## config.mk

```make
export PLATFORM = sky130hd
export DESIGN_NAME = content_defined_chunker_unit
export DESIGN_NICKNAME = d
export VERILOG_FILES = /design/src/sv/cdchunk_pkg.sv /design/src/sv/cdchunk_prime_step.sv /design/src/sv/content_defined_chunker_unit.sv
export SDC_FILE = /design/constraint.sdc
export NUM_CORES = 1
export LEC_CHECK = 0
export ABC_AREA = 1
export BUFFER_PORTS_ARGS = -buffer_cell sky130_fd_sc_hd__buf_2
export CORE_MARGIN = 2
export CORE_UTILIZATION = 57
export CTS_CLUSTER_SIZE = 25
export DETAILED_ROUTE_END_ITERATION = 10
export GPL_TIMING_DRIVEN = 0
export PLACE_DENSITY = 0.77
export SLEW_MARGIN = 10
export SYNTH_ARGS = -nofsm -noshare
export SYNTH_HDL_FRONTEND = slang
export SYNTH_SLANG_ARGS = --single-unit
```

## constraint.sdc

```tcl
create_clock -name clk -period 13.4 [get_ports clk]
set_clock_uncertainty 0.2 [all_clocks]
set_input_delay 0.67 -clock clk [delete_from_list [all_inputs] [get_ports clk]]
set_output_delay 0.67 -clock clk [all_outputs]
set_load 0.02 [all_outputs]
```

## src/sv/cdchunk_pkg.sv

```systemverilog
// Shared constants, types and elaboration-time tables for the content-defined chunker.
`default_nettype none

package cdchunk_pkg;

	// Configuration register indices
	localparam logic [1:0] REG_MIN_LEN       = 2'd0;
	localparam logic [1:0] REG_MAX_LEN       = 2'd1;
	localparam logic [1:0] REG_BOUNDARY_MASK = 2'd2;

	localparam int unsigned LEN_W  = 17;
	localparam int unsigned MASK_W = 32;
	localparam int unsigned WRAP_W = 64;
	localparam int unsigned PRIME_W = 30;
	localparam int unsigned OUT_TDATA_W = 112;

	localparam logic [LEN_W-1:0]  MIN_LEN_RST       = 17'd4096;
	localparam logic [LEN_W-1:0]  MAX_LEN_RST       = 17'd65536;
	localparam logic [MASK_W-1:0] BOUNDARY_MASK_RST = 32'd16383;

	localparam longint unsigned ROLL_BASE = 64'd257;
	localparam longint unsigned PRIME_MOD = 64'd998244353;
	localparam logic [30:0] PRIME_MOD_X1 = 31'd998244353;
	localparam logic [30:0] PRIME_MOD_X2 = 31'd1996488706;

	// Folding table: entry i holds (i * 2^30) mod PRIME_MOD
	localparam int unsigned FOLD_DEPTH = 128;
	typedef logic [PRIME_W-1:0] fold_tbl_t [FOLD_DEPTH];

	function automatic fold_tbl_t build_fold();
		fold_tbl_t       tbl;
		longint unsigned v;
		for (int i = 0; i < FOLD_DEPTH; i++) begin
			v = (longint'(i) << 30) % PRIME_MOD;
			tbl[i] = v[PRIME_W-1:0];
		end
		return tbl;
	endfunction

	localparam fold_tbl_t FOLD_TBL = build_fold();

	// 257^n mod 2^64
	function automatic logic [WRAP_W-1:0] window_power(input int unsigned n);
		logic [WRAP_W-1:0] p;
		p = 64'd1;
		for (int unsigned i = 0; i < n; i++) begin
			p = p * ROLL_BASE;
		end
		return p;
	endfunction

endpackage

`default_nettype wire

```

## src/sv/cdchunk_prime_step.sv

```systemverilog
// One step of the base-131 chunk hash, reduced modulo 998244353.
`default_nettype none

module cdchunk_prime_step (
	input  wire logic [cdchunk_pkg::PRIME_W-1:0] hash_in,   // must be below the modulus
	input  wire logic [7:0]                      data_byte,
	output logic      [cdchunk_pkg::PRIME_W-1:0] hash_out
);
	import cdchunk_pkg::*;

	logic [36:0] prod;
	logic [30:0] folded;
	logic [30:0] minus1;
	logic [30:0] minus2;

	// h*131 + b stays below 2^37, so the top seven bits fold through the table
	assign prod   = ({hash_in, 7'd0} + {6'd0, hash_in, 1'b0}) + {7'd0, hash_in}
	                + {29'd0, data_byte};
	assign folded = {1'b0, FOLD_TBL[prod[36:30]]} + {1'b0, prod[29:0]};
	assign minus1 = folded - PRIME_MOD_X1;
	assign minus2 = folded - PRIME_MOD_X2;

	// folded is below 3M: at most two subtractions
	always_comb begin
		if (folded >= PRIME_MOD_X2) begin
			hash_out = minus2[PRIME_W-1:0];
		end else if (folded >= PRIME_MOD_X1) begin
			hash_out = minus1[PRIME_W-1:0];
		end else begin
			hash_out = folded[PRIME_W-1:0];
		end
	end

endmodule

`default_nettype wire

```

## src/sv/content_defined_chunker_unit.sv

```systemverilog
// Top level of the content-defined chunker: byte stream in, one request per closed chunk out.
`default_nettype none

// Content-defined chunker. Takes one byte per request and cuts the stream into chunks
// whose boundaries follow the data: a rolling hash (base 257, mod 2^64) over the last
// WINDOW_BYTES bytes is tested against boundary_mask once the chunk holds the configured
// minimum length; reaching the configured maximum length forces a cut, a chunk never
// exceeds CHUNK_LIMIT bytes, and a byte with tlast set always closes the chunk. Each
// closed chunk yields one output request with its length, a base-257 hash mod 2^64, a
// base-131 hash mod 998244353, and tlast set when the chunk was closed by end of stream.
// Window, rolling hash and chunk hashes restart after every cut. Throughput is one byte
// per clock while the output is not held: the whole per-byte update (shift-add hashes,
// constant-modulus fold, cut decision) sits between the input stage register and the
// output register. The input stalls only while an output request is held and not
// taken. No clearing pass after reset. Configuration writes must be made while the
// block is idle.
module content_defined_chunker_unit #(
	parameter int unsigned WINDOW_BYTES = 48,
	parameter int unsigned CHUNK_LIMIT  = 65536
) (
	input  wire logic                                  clk,
	input  wire logic                                  arst_n,
	// configuration
	input  wire logic                                  cfg_we,
	input  wire logic [1:0]                            cfg_index,
	input  wire logic [cdchunk_pkg::MASK_W-1:0]        cfg_data,
	// byte stream in
	input  wire logic                                  s_axis_tvalid,
	output logic                                       s_axis_tready,
	input  wire logic [7:0]                            s_axis_tdata,   // [7:0] data_byte
	input  wire logic                                  s_axis_tlast,   // end_of_stream
	// chunk results out
	output logic                                       m_axis_tvalid,
	input  wire logic                                  m_axis_tready,
	// [16:0] chunk_length, [80:17] chunk_hash_wrap, [110:81] chunk_hash_prime, [111] zero
	output logic [cdchunk_pkg::OUT_TDATA_W-1:0]        m_axis_tdata,
	output logic                                       m_axis_tlast    // stream_end
);
	import cdchunk_pkg::*;

	localparam int unsigned FILL_W = $clog2(WINDOW_BYTES + 1);
	localparam int unsigned CNT_W  = $clog2(CHUNK_LIMIT + 1);
	localparam int unsigned CMP_W  = (CNT_W > LEN_W) ? CNT_W : LEN_W;
	localparam logic [WRAP_W-1:0] WIN_POW = window_power(WINDOW_BYTES);

	// configuration registers
	logic [LEN_W-1:0]  min_len_q;
	logic [LEN_W-1:0]  max_len_q;
	logic [MASK_W-1:0] boundary_mask_q;

	// input stage
	logic       valid_s1;
	logic [7:0] byte_s1;
	logic       eos_s1;

	// chunk state
	logic [7:0]         win_q [WINDOW_BYTES];
	logic [FILL_W-1:0]  fill_q;
	logic [WRAP_W-1:0]  roll_q;
	logic [CNT_W-1:0]   cnt_q;
	logic [WRAP_W-1:0]  wrap_q;
	logic [PRIME_W-1:0] prime_q;

	// output register
	logic               out_valid_q;
	logic [LEN_W-1:0]   out_len_q;
	logic [WRAP_W-1:0]  out_wrap_q;
	logic [PRIME_W-1:0] out_prime_q;
	logic               out_end_q;

	// next-state logic
	logic               adv;
	logic               win_full;
	logic [7:0]         leave_byte;
	logic [WRAP_W-1:0]  leave_term;
	logic [WRAP_W-1:0]  roll_new;
	logic [WRAP_W-1:0]  wrap_new;
	logic [PRIME_W-1:0] prime_new;
	logic [CNT_W-1:0]   len_new;
	logic [FILL_W-1:0]  fill_new;
	logic               len_min_ok;
	logic               cut;

	// The stage moves whenever the output register is free or being emptied
	assign adv           = !out_valid_q || m_axis_tready;
	assign s_axis_tready = !valid_s1 || adv;

	always_ff @(posedge clk or negedge arst_n) begin
		if (!arst_n) begin
			min_len_q       <= MIN_LEN_RST;
			max_len_q       <= MAX_LEN_RST;
			boundary_mask_q <= BOUNDARY_MASK_RST;
		end else if (cfg_we) begin
			unique case (cfg_index)
				REG_MIN_LEN:       min_len_q       <= cfg_data[LEN_W-1:0];
				REG_MAX_LEN:       max_len_q       <= cfg_data[LEN_W-1:0];
				REG_BOUNDARY_MASK: boundary_mask_q <= cfg_data;
				default: ;
			endcase
		end
	end

	always_ff @(posedge clk or negedge arst_n) begin
		if (!arst_n) begin
			valid_s1 <= 1'b0;
		end else if (s_axis_tready) begin
			valid_s1 <= s_axis_tvalid;
		end
	end

	always_ff @(posedge clk) begin
		if (s_axis_tready && s_axis_tvalid) begin
			byte_s1 <= s_axis_tdata;
			eos_s1  <= s_axis_tlast;
		end
	end

	// Window: shift line, oldest byte at the far end. Contents are only read once
	// the fill count says every tap holds a byte of the current chunk.
	assign win_full   = (fill_q == FILL_W'(WINDOW_BYTES));
	assign leave_byte = win_full ? win_q[WINDOW_BYTES-1] : 8'd0;
	assign fill_new   = win_full ? fill_q : FILL_W'(fill_q + 1'b1);

	always_ff @(posedge clk) begin
		if (valid_s1 && adv) begin
			win_q[0] <= byte_s1;
			for (int i = 1; i < WINDOW_BYTES; i++) begin
				win_q[i] <= win_q[i-1];
			end
		end
	end

	// leaving byte times 257^W, as eight shifted partial terms
	always_comb begin
		leave_term = '0;
		for (int i = 0; i < 8; i++) begin
			if (leave_byte[i]) begin
				leave_term = leave_term + (WIN_POW << i);
			end
		end
	end

	assign roll_new = ({roll_q[WRAP_W-9:0], 8'd0} + roll_q) + {56'd0, byte_s1} - leave_term;
	assign wrap_new = ({wrap_q[WRAP_W-9:0], 8'd0} + wrap_q) + {56'd0, byte_s1};

	cdchunk_prime_step u_prime (
		.hash_in   (prime_q),
		.data_byte (byte_s1),
		.hash_out  (prime_new)
	);

	// length saturates at the limit; reaching it always cuts
	assign len_new    = (cnt_q < CNT_W'(CHUNK_LIMIT)) ? CNT_W'(cnt_q + 1'b1) : cnt_q;
	assign len_min_ok = CMP_W'(len_new) >= CMP_W'(min_len_q);
	assign cut = (len_min_ok && (((roll_new[MASK_W-1:0] & boundary_mask_q) == '0) ||
	              (CMP_W'(len_new) >= CMP_W'(max_len_q))))
	             || (len_new >= CNT_W'(CHUNK_LIMIT)) || eos_s1;

	always_ff @(posedge clk or negedge arst_n) begin
		if (!arst_n) begin
			fill_q  <= '0;
			roll_q  <= '0;
			cnt_q   <= '0;
			wrap_q  <= '0;
			prime_q <= '0;
		end else if (valid_s1 && adv) begin
			if (cut) begin
				fill_q  <= '0;
				roll_q  <= '0;
				cnt_q   <= '0;
				wrap_q  <= '0;
				prime_q <= '0;
			end else begin
				fill_q  <= fill_new;
				roll_q  <= roll_new;
				cnt_q   <= len_new;
				wrap_q  <= wrap_new;
				prime_q <= prime_new;
			end
		end
	end

	always_ff @(posedge clk or negedge arst_n) begin
		if (!arst_n) begin
			out_valid_q <= 1'b0;
		end else if (adv) begin
			out_valid_q <= valid_s1 && cut;
		end
	end

	always_ff @(posedge clk) begin
		if (adv && valid_s1 && cut) begin
			out_len_q   <= LEN_W'(len_new);
			out_wrap_q  <= wrap_new;
			out_prime_q <= prime_new;
			out_end_q   <= eos_s1;
		end
	end

	assign m_axis_tvalid = out_valid_q;
	assign m_axis_tdata  = {1'b0, out_prime_q, out_wrap_q, out_len_q};
	assign m_axis_tlast  = out_end_q;

`ifndef ASSERT_OFF
	// the stored length is always below the limit: reaching it cuts and clears
	a_cnt_below_limit: assert property (@(posedge clk) disable iff (!arst_n)
		cnt_q < CNT_W'(CHUNK_LIMIT))
		else $error("chunk byte count reached the limit without a cut");

	// the running prime hash stays reduced
	a_prime_reduced: assert property (@(posedge clk) disable iff (!arst_n)
		prime_q < PRIME_W'(PRIME_MOD))
		else $error("running prime hash not reduced");

	// an end-of-stream byte leaves the chunk state fully cleared
	a_eos_clears: assert property (@(posedge clk) disable iff (!arst_n)
		(valid_s1 && adv && eos_s1) |=> (cnt_q == '0 && fill_q == '0 && roll_q == '0))
		else $error("chunk state not cleared after end of stream");

	// a result request is raised only by a processed byte
	a_result_source: assert property (@(posedge clk) disable iff (!arst_n)
		$rose(out_valid_q) |-> $past(valid_s1 && adv))
		else $error("result raised without a processed byte");
`endif

endmodule

`default_nettype wire
```

==> results of run 1 <==
metal layers:
layer  routed length (um)  vias to the layer above  global-route usage [%]
li1                     -                    14550                       -
met1                45920                    14430                   41.36
met2                46530                     1296                   44.80
met3                 8179                      253                   4.703
met4                 3768                        2                   10.68
met5                   20                        -                       0
cell usage in the layout (no fill, tap or decap), types with 10 or more instances in the layout:
cell           netlist  final
a31oi_1             26     26
inv_2               12     12
clkbuf_16            0     74
o21bai_1            17     17
ha_1               260    260
o21a_1              14     14
or2_2               12     12
dfstp_2             16     16
inv_1              453    452
dlygate4sd3_1        0     10
o21ai_0            236    236
o21ai_1             34     34
nor3_1              39     39
mux2_2              12     12
nor4_1              12     12
xor2_1             164    164
buf_2               19    179
edfxtp_1           505    505
dfrtp_1            201    201
xnor2_1             62     62
nand2_1           1058   1058
clkbuf_1            53     63
nand2_2             32     32
o211ai_1            20     20
a21oi_1            235    235
nand4_1             41     41
fa_1                60     60
nand3_1            176    176
a21boi_0            13     13
clkinv_2             0     13
nor2_1             265    265
clkinv_1             3     15
cells by family after synthesis:
logic type                 after synthesis  synth area share (%)
and+or+nand+nor                       1663                 17.35
AOI/OAI and AO/OA                      659                 9.255
buffers and inverters                  550                 5.376
xor gates and xnor gates               227                 5.004
adders and majority gates              320                 11.13
DFF                                    722                 51.53
other                                    1              0.009374
muxes                                   12                0.3378
cell type report:
| class | instances | area, sq um |
|---|---|---|
| clock inverters | 48 | 618.1 |
| fillers | 5575 | 24890 |
| multi-input cells | 2882 | 17240 |
| flip-flops and latches | 722 | 20610 |
| plain buffers | 81 | 391.6 |
| inverters | 469 | 1768 |
| well taps | 940 | 1176 |
| clock buffers | 87 | 1921 |
| repair buffers | 181 | 1169 |
sequential cells by signal (all words and copies together), names as in the netlist:
signal / flops
m_axis_tvalid: 1
boundary_mask_q: 32
fill_q: 6
out_prime_q: 30
wrap_q: 64
win_q: 384
out_wrap_q: 64
min_len_q: 17
max_len_q: 17
cnt_q: 17
m_axis_tlast: 1
byte_s1: 8
eos_s1: 1
valid_s1: 1
roll_q: 32
out_len_q: 17
prime_q: 30
cell usage after synthesis, types with 4 or more instances:
cell / n
nand3_1: 176
nand2_4: 4
dfstp_2: 16
nor2_1: 265
a211oi_1: 4
o21ai_1: 34
a21o_1: 6
nand4_1: 41
xnor2_1: 62
a21boi_0: 13
o221ai_1: 9
nor4_1: 12
o21a_1: 14
a31oi_1: 26
nand3b_1: 5
a221oi_1: 7
nor3_1: 39
nand3_2: 4
nand2_2: 32
buf_2: 19
o21bai_1: 17
fa_1: 60
a21oi_1: 235
o211ai_1: 20
o21ai_0: 236
edfxtp_1: 505
buf_6: 4
or2_2: 12
nand2_1: 1058
ha_1: 260
mux2_2: 12
inv_2: 12
o22ai_1: 5
dfrtp_1: 201
xor2_1: 164
inv_1: 453
o31ai_1: 6
clkbuf_1: 53
metrics by stage:
stage,worst slack (ps),cell area [sq um],util (%)
final,1184,44900,64.34
after global placement,-4045,41990,60.16
after global routing,425.7,44900,64.34
after floorplan,567.3,40000,-
after detailed placement,1593,42260,60.55
after CTS,1440,44900,64.34
worst max-delay path, delay by kind of cell (launching register included):
kind	cells	cell delay (ps)
compound gates	20	5060
simple gates	17	2480
fa+ha+maj	6	2110
buf+inv	5	910
flops	1	620
xor+xnor	1	470
repair_timing:
item | in CTS | in global routing
gates resized for setup | 0 | 0
endpoints found under the hold margin | 50 | 0
buffers inserted | 0 | 0
hold buffers | 10 | 0
final timing paths:
check / startpoint / end / slack, ps / cells past startpoint
hold / removal: cfg_data[27] / boundary_mask_q[27] / 30 / 2
max in group asynchronous: arst_n / wrap_q[14] / 11730 / 3
setup reg to reg: byte_s1[2] / out_prime_q[1] / 1180 / 49
hold reg to reg: win_q[2][68] / win_q[2][76] / 180 / 0
min in group asynchronous: arst_n / m_axis_tvalid / 320 / 2
setup / recovery: byte_s1[2] / out_prime_q[1] / 1180 / 49
==> out/qor.csv, run 1 <==
stage,metric,value,unit
yosys,mean_instance_size_in_the_synthesized_netlist,9.630,sq um
flow_run,cap_viol_max_count,0,
yosys,yosys.cell_types.count,69,
clocking,clk_pin_slew_worst_paths,70,ps
grt,grt_pass1_vias,28860,
critical_path,crit_path_frequent_cell,nand2_1,
timing,final.period_utilization,91.16,%
placed_design,placed_cells_incl_taps,5265,
routing,post-route-drc-count,0,
layout,syn2layout_area_growth,12.23,%
die,die_h,268.9,um
critical_path,critical_path_class,reg -> reg,
yosys,synth_enable_flop_cells,505,
hold_path,timing.hold.worst.class,in -> reg,
routing,drt-vias-per-instance,5.643,
placed_design,detailedPlacementHpwl,75460,um
run_status,result_of_the_run,"complete, no violations",
timing,final-max-slew-violation-count,0,
timing,maxSlewHeadroom,28.12,%
timing,fmax,81.86,MHz
die,top_level_ports,163,
grt,grt_first_pass_wirelength,160700,um
grt,antenna_violations_before_repair,4,
routing,drtAntennaViolNets,0,
timing,setup_tns,0,ps
critical_path,max_stage_delay,630,ps
layout,num-nets-final,4779,
routing,detailroute.via_count,30530,
critical_path,critical_path_required,13530,ps
die,die_area,72320,sq um
placed_design,globalplace.congestion,0.9601,
layout,antenna_cells_inserted,0,
yosys,synth.top_cells.by_area,"edfxtp_1 (38%), dfrtp_1 (13%), nand2_1 (9.9%)",
clocking,htree_levels,3,
grt,grt_start_max_net_pins,96,
die,effective_utilization_at_floorplan,57.32,%
yosys,syn-instance-count,4154,
routing,length_of_the_first_detailed_routing_pass_in_iterations,6,
grt,global_route.overflow_total,0,
timing,finalSetupViolations,0,
yosys,fraction_of_the_yosys_area_taken_by_sequential_cells,51.53,%
timing,timing_hold_violations_final,0,
yosys,synth_area_leader_cell,edfxtp_1,
die,num_rows,97,
die,area_of_the_core,69790,sq um
routing,drt_iter0_markers,3084,
critical_path,critical_path.max_fanout,10,
clocking,cts_inserted_buffers,74,
critical_path,setup.worst_path.end_class,flip-flop,
yosys,ys.warnings.count,0,
timing,fin_worst_hold_slack,27.36,ps
yosys,synth_top_flop_cell,edfxtp_1,
placed_design,portBuffers,161,
timing,measured_slew_at_the_worst_slew_check_pin,1078,ps
layout,layoutNonFillerInstCount,5410,
clocking,ctsRootBufferMaster,clkbuf_16,
timing,layout_min_cycle_time,12220,ps
clocking,cts_tree,yes,
yosys,synthesis.area,40000,sq um
grt,grt_util_all_layers,28.95,%
critical_path,cpMaxStageDelayCell,a22oi_1,
clocking,max-clock-path-buffers,3,
critical_path,crit_path_start_kind,flip-flop,
yosys,ys_async_sr_fraction,30.06,%
yosys,share_of_the_synthesized_area_in_the_top_cell_type,37.91,%
routing,detail_route.wirelength,104400,um
routing,wl_per_cell,19.30,um
yosys,ys_ff_latch,722,
timing,unrepaired_setup_endpoints_after_global_routing,false,
critical_path,worst_ep_arrival_time,12340,ps
layout,layout-drive-gt1-share,9.418,%
die,die_width,268.9,um
clocking,numClockSinks,722,
clocking,worstSkewPairLatency,680,ps
yosys,syn-num-nets,4522,
Power of run 1 is not shown: default switching activity piles up to over one toggle a cycle in this logic, so the estimate is an artifact.
==> inputs of run 2 (changes only) <==
--- a/config.mk
+++ b/config.mk
@@ -7,12 +7,14 @@
 export LEC_CHECK = 0
 export ABC_AREA = 1
 export BUFFER_PORTS_ARGS = -buffer_cell sky130_fd_sc_hd__buf_2
+export CELL_PAD_IN_SITES_DETAIL_PLACEMENT = 0
+export CELL_PAD_IN_SITES_GLOBAL_PLACEMENT = 2
 export CORE_MARGIN = 2
-export CORE_UTILIZATION = 57
+export CORE_UTILIZATION = 37
 export CTS_CLUSTER_SIZE = 25
 export DETAILED_ROUTE_END_ITERATION = 10
 export GPL_TIMING_DRIVEN = 0
-export PLACE_DENSITY = 0.77
+export PLACE_DENSITY_LB_ADDON = 0.1
 export SLEW_MARGIN = 10
 export SYNTH_ARGS = -nofsm -noshare
 export SYNTH_HDL_FRONTEND = slang
==> run 2 against run 1 <==
  * Hold slack improved by 17 ps
  * Wire length rose by 9.9%
  * Register-to-register slack better by 250 ps
  * Maximum frequency up 2.1%
  * Non-clock buffer count grew 3
  * Count of clock-buffer cells in the layout up 8
  * Cell count is 8.9% higher
  * Setup slack improved by 250 ps
  * Die area grew 53%
  * Sequential cell count did not move
  * Highest routed layer is now met4
  * Final area is 1.6% higher
==> out/qor.csv, run 2 (synthesized netlist as in run 1, its figures left out) <==
stage,metric,value,unit
run_status,result_of_the_run,"complete, no violations",
critical_path,setup.worst_path.end_class,flip-flop,
clocking,cts_tree,yes,
timing,final-max-slew-violation-count,0,
critical_path,critical_path_depth,52,
clocking,worstSkewPairLatency,670,ps
critical_path,worst-r2r-cell-count,52,
clocking,clk_pin_slew_worst_paths,60,ps
timing,layout_min_cycle_time,11970,ps
timing,final.period_utilization,89.33,%
timing,fmax,83.54,MHz
critical_path,crit_buf_inv,6,
critical_path,critical_path_class,reg -> reg,
routing,drtAntennaViolNets,0,
layout,num-nets-final,4789,
critical_path,crit_path_frequent_cell,nand2_1,
routing,drt_iter0_markers,1869,
grt,antenna_violations_before_repair,2,
layout,layoutNonFillerInstCount,5890,
critical_path,cpMaxStageDelayCell,fa_1,
critical_path,crit-reg2reg-capture,out_prime_q[29],
clocking,post_cts_gate_resize_count,0,
clocking,cts_inserted_buffers,81,
layout,mostFrequentLayoutCells,"nand2_1 (1,058), edfxtp_1 (505), inv_1 (452), nor2_1 (265), ha_1 (260)",
grt,grt_start_max_net_pins,92,
timing,measured_slew_at_the_worst_slew_check_pin,1122,ps
layout,most_common_cell_after_layout_fill_and_taps_aside,nand2_1,
grt,grt_first_pass_wirelength,177100,um
die,area_of_the_core,107200,sq um
critical_path,crit_path_start_kind,flip-flop,
critical_path,critical-path-top-delay-family,compound AO/OA/AOI/OAI gates,
grt,grt_util_all_layers,20.77,%
layout,layout-drive-gt1-share,9.606,%
critical_path,critical_path_destination,out_prime_q[29],
clocking,post_cts_hold_buffer_count,13,
critical_path,critPathLaunch,byte_s1[7],
clocking,max-clock-path-buffers,3,
placed_design,placed_cells_incl_taps,5728,
timing,timing_hold_violations_final,0,
clocking,ctsRootBufferMaster,clkbuf_16,
layout,finish.utilization,42.57,%
routing,detailroute.via_count,29290,
grt,grt_pass1_vias,29200,
grt,global_route.overflow_total,0,
layout,max_flop_register,win_q,
flow_run,cap_viol_max_count,0,
clocking,htree_levels,3,
routing,post-route-drc-count,0,
die,effective_utilization_at_floorplan,37.32,%
layout,syn2layout_area_growth,14.08,%
critical_path,reg_to_reg_setup_timing_slack,1430,ps
timing,unrepaired_setup_endpoints_after_global_routing,false,
routing,wl_per_cell,19.49,um
hold_path,timing.hold.worst.class,in -> reg,
routing,length_of_the_first_detailed_routing_pass_in_iterations,6,
layout,reg_top3,"win_q: 384 flops, out_wrap_q: 64 flops, wrap_q: 64 flops",
critical_path,worst_ep_arrival_time,12100,ps
layout,largest_reg_flops,384,
timing,finalSetupViolations,0,
critical_path,critical_path.max_fanout,10,
die,top_level_ports,163,
die,die_h,332.8,um
routing,drt-vias-per-instance,4.972,
clocking,post_cts_buffers,0,
die,die_area,110800,sq um
hold_path,min-delay-start,cfg_data[20],
die,num_rows,120,
die,die_width,332.8,um
critical_path,r2r-start,byte_s1[7],
critical_path,max_stage_delay,670,ps
layout,antenna_cells_inserted,0,
critical_path,critical_path_required,13530,ps
placed_design,portBuffers,161,
placed_design,globalplace.congestion,0.8685,
placed_design,detailedPlacementHpwl,86770,um
clocking,numClockSinks,722,
timing,maxSlewHeadroom,23.28,%
routing,detail_route.wirelength,114800,um
## run 2: cell count changes in the layout (fill, tap and decap cells not counted), moves of 2 or more
cell | previous run | this run
bufinv_16 | 9 | 5
clkinv_4 | 1 | 3
clkbuf_16 | 74 | 81
clkinv_2 | 13 | 15
clkinv_1 | 15 | 20
buf_12 | 3 | 1
inv_16 | 1 | 3
dlygate4sd3_1 | 10 | 13
## run 2: area by class of cell
class	count	area (sq um)
repair buffers	184	1194
inverters	469	1768
plain buffers	81	391.6
clock buffers	95	2110
clock inverters	54	558.0
multi-input cells	2882	17250
well taps	1403	1755
flip-flops and latches	722	20610
fillers	10720	61570
## run 2: routing by layer
layer	GRT usage [%]	vias up	share of wire, %
met1	30.18	14110	50
met3	2.717	123	3.4
li1	-	14570	-
met2	32.86	485	45
met5	0	-	0
met4	4.997	0	1.9
## run 2: worst register-to-register path, delay by kind of cell, from the launching register on
kind	cells	cell delay [ps]
AO/OA/AOI/OAI	18	4360
buffers and inverters	6	1010
XOR/XNOR	1	570
AND/OR/NAND/NOR	22	2590
adder cells (fa/ha/maj)	5	2240
flip-flops	1	660
## run 2: how the worst min path moves through the flow
| stage | end | cells after the start |
|---|---|---|
| global route | boundary_mask_q[20] | 2 |
| finish | boundary_mask_q[20] | 2 |
| CTS | boundary_mask_q[27] | 2 |
| detailed placement | win_q[0][104] | 0 |
| floorplan | boundary_mask_q[14] | 0 |
| global placement | win_q[2][26] | 0 |
## run 2: stage by stage
step	worst slack, ps	setup TNS (ps)	cell area [sq um]	hold WS (ps)
after global placement	-4588	-1643960	42570	201.3
after detailed placement	1394	0	42840	204.5
final	1430	0	45640	44.36
after global routing	174.5	0	45640	20.53
after CTS	1321	0	45640	0.04247
after floorplan	567.3	0	40000	174.4
Power of run 2 is left out for the same reason.
==> inputs of run 3 (changes only) <==
--- a/config.mk
+++ b/config.mk
@@ -10,7 +10,8 @@
 export CELL_PAD_IN_SITES_DETAIL_PLACEMENT = 0
 export CELL_PAD_IN_SITES_GLOBAL_PLACEMENT = 2
 export CORE_MARGIN = 2
-export CORE_UTILIZATION = 37
+export CORE_UTILIZATION = 38
+export CTS_BUF_LIST = sky130_fd_sc_hd__clkbuf_8
 export CTS_CLUSTER_SIZE = 25
 export DETAILED_ROUTE_END_ITERATION = 10
 export GPL_TIMING_DRIVEN = 0
==> run 3 against run 2 <==
  * Core utilization rose by 1.0 points
  * Maximum frequency rose by 0.63%
  * Cell count rose by 1.6%
  * Global-route usage rose by 0.57 points
  * Count of clock-buffer cells in the layout rose by 40
  * Register-to-register slack improved by 80 ps
  * Sequential cell count did not move
  * Sequential share of layout area fell by 0.082 points
  * Critical path depth rose by 4
  * Non-clock buffer count rose by 34
  * First-iteration DRC count rose by 6.7%
  * Largest cell class unchanged
==> out/qor.csv, run 3 (synthesized netlist as in run 1, its figures left out) <==
stage,metric,value,unit
clocking,post_cts_hold_buffer_count,46,
routing,wl_per_cell,19.19,um
die,top_level_ports,163,
layout,layout-drive-gt1-share,10.35,%
routing,detail_route.wirelength,114800,um
grt,grt_pass1_vias,29560,
critical_path,critical_path_class,reg -> reg,
timing,unrepaired_setup_endpoints_after_global_routing,false,
timing,finalWorstSetupSlack,1505,ps
critical_path,r2r-start,byte_s1[2],
hold_path,min-delay-start,win_q[0][52],
timing,maxSlewHeadroom,19.93,%
grt,grt_first_pass_wirelength,176100,um
clocking,cts_inserted_buffers,120,
layout,most_common_cell_after_layout_fill_and_taps_aside,nand2_1,
clocking,numClockSinks,722,
placed_design,detailedPlacementHpwl,86060,um
timing,final-max-slew-violation-count,0,
layout,sequential_cell_area,20610,sq um
placed_design,globalplace.congestion,0.8682,
layout,mostFrequentLayoutCells,"nand2_1 (1,058), edfxtp_1 (505), inv_1 (492), nor2_1 (265), ha_1 (260)",
layout,num-nets-final,4862,
critical_path,crit_path_frequent_cell,nand2_1,
hold_path,timing.hold.worst.class,reg -> reg,
die,area_of_the_core,104800,sq um
flow_run,cap_viol_max_count,0,
critical_path,critical_path_required,13820,ps
routing,drt_iter0_markers,1995,
routing,drtAntennaViolNets,0,
grt,grt_util_all_layers,21.34,%
placed_design,portBuffers,161,
clocking,post_cts_gate_resize_count,0,
layout,max_flop_register,win_q,
critical_path,crit-reg2reg-capture,prime_q[29],
timing,finalSetupViolations,0,
grt,global_route.overflow_total,0,
clocking,worstSkewPairLatency,810,ps
layout,layout.filler_cells,10430,
critical_path,critical_path.max_fanout,10,
run_status,result_of_the_run,"complete, no violations",
critical_path,reg_to_reg_setup_timing_slack,1510,ps
clocking,post_cts_buffers,0,
die,die_h,328.5,um
layout,syn2layout_area_growth,14.29,%
routing,post-route-drc-count,0,
clocking,ctsRootBufferMaster,clkbuf_8,
layout,finish.utilization,43.62,%
timing,final.period_utilization,88.77,%
critical_path,max_stage_delay,620,ps
placed_design,post_place_setup_slack,1469,ps
clocking,cts_tree,yes,
timing,timing_hold_violations_final,0,
die,effective_utilization_at_floorplan,38.16,%
routing,drt-vias-per-instance,4.962,
clocking,max-clock-path-buffers,3,
timing,fmax,84.07,MHz
clocking,htree_levels,3,
grt,grt_start_max_net_pins,90,
critical_path,setup.worst_path.end_class,flip-flop,
timing,layout_min_cycle_time,11890,ps
critical_path,crit_buf_inv,6,
clocking,clk_pin_slew_worst_paths,70,ps
timing,measured_slew_at_the_worst_slew_check_pin,1171,ps
routing,detailroute.via_count,29690,
timing,fin_worst_hold_slack,134.8,ps
critical_path,worst-r2r-cell-count,56,
critical_path,worst_ep_arrival_time,12310,ps
layout,reg_top3,"win_q: 384 flops, out_wrap_q: 64 flops, wrap_q: 64 flops",
grt,antenna_violations_before_repair,5,
critical_path,critical-path-top-delay-family,compound AO/OA/AOI/OAI gates,
die,die_width,328.5,um
die,die_area,107900,sq um
critical_path,cpMaxStageDelayCell,edfxtp_1,
routing,length_of_the_first_detailed_routing_pass_in_iterations,7,
layout,multi_input_comb_area,17250,sq um
hold_path,worst_hold_path.endpoint,win_q[0][60],
die,num_rows,119,
layout,largest_reg_flops,384,
critical_path,crit_path_start_kind,flip-flop,
hold_path,whs_path_depth,0,
==> run 3: cell types whose count changed in the layout (fill, tap and decap cells not counted), moves of 3 or more <==
cell | previous run | this run
clkinv_16 | 4 | 1
clkbuf_1 | 63 | 52
clkbuf_16 | 81 | 0
dlygate4sd3_1 | 13 | 46
inv_1 | 452 | 492
clkinv_2 | 15 | 11
clkbuf_8 | 3 | 135
==> run 3: layer usage <==
| layer | vias up | part of all wire, % | track usage [%] |
|---|---|---|---|
| li1 | 14730 | - | - |
| met1 | 14180 | 48 | 30.42 |
| met2 | 605 | 45 | 33.62 |
| met3 | 179 | 4.1 | 2.961 |
| met4 | 0 | 2.7 | 6.720 |
| met5 | - | 0 | 0 |
==> run 3: worst max path at each step <==
stage,cells after the start,startpoint,endpoint
floorplan,6,m_axis_tready,prime_q[26]
global placement,7,m_axis_tready,prime_q[26]
detailed placement,57,byte_s1[2],prime_q[13]
CTS,55,byte_s1[2],out_prime_q[13]
global route,57,byte_s1[2],prime_q[13]
finish,56,byte_s1[2],prime_q[29]
==> run 3: stage by stage <==
step / cell area (sq um) / TNS [ps] / cells
2_1_floorplan: 40000 / 0 / 4154
3_3_place_gp: 42550 / -1676460 / 5706
3_5_place_dp: 42840 / 0 / 5717
4_1_cts: 45720 / 0 / 5982
5_1_grt: 45720 / 0 / 5983
6_report: 45720 / 0 / 5983
==> run 3: final cells by class <==
| cell class | count | area share, % |
|---|---|---|
| antenna | 1 | 0.005473 |
| buffer | 81 | 0.8566 |
| clock buffer | 135 | 4.064 |
| clock inverter | 84 | 1.212 |
| inverter | 469 | 3.867 |
| multi-input combinational | 2882 | 37.72 |
| sequential | 722 | 45.09 |
| tap | 1391 | 3.807 |
| timing repair buffer | 218 | 3.377 |
Power of run 3 is left out for the same reason.
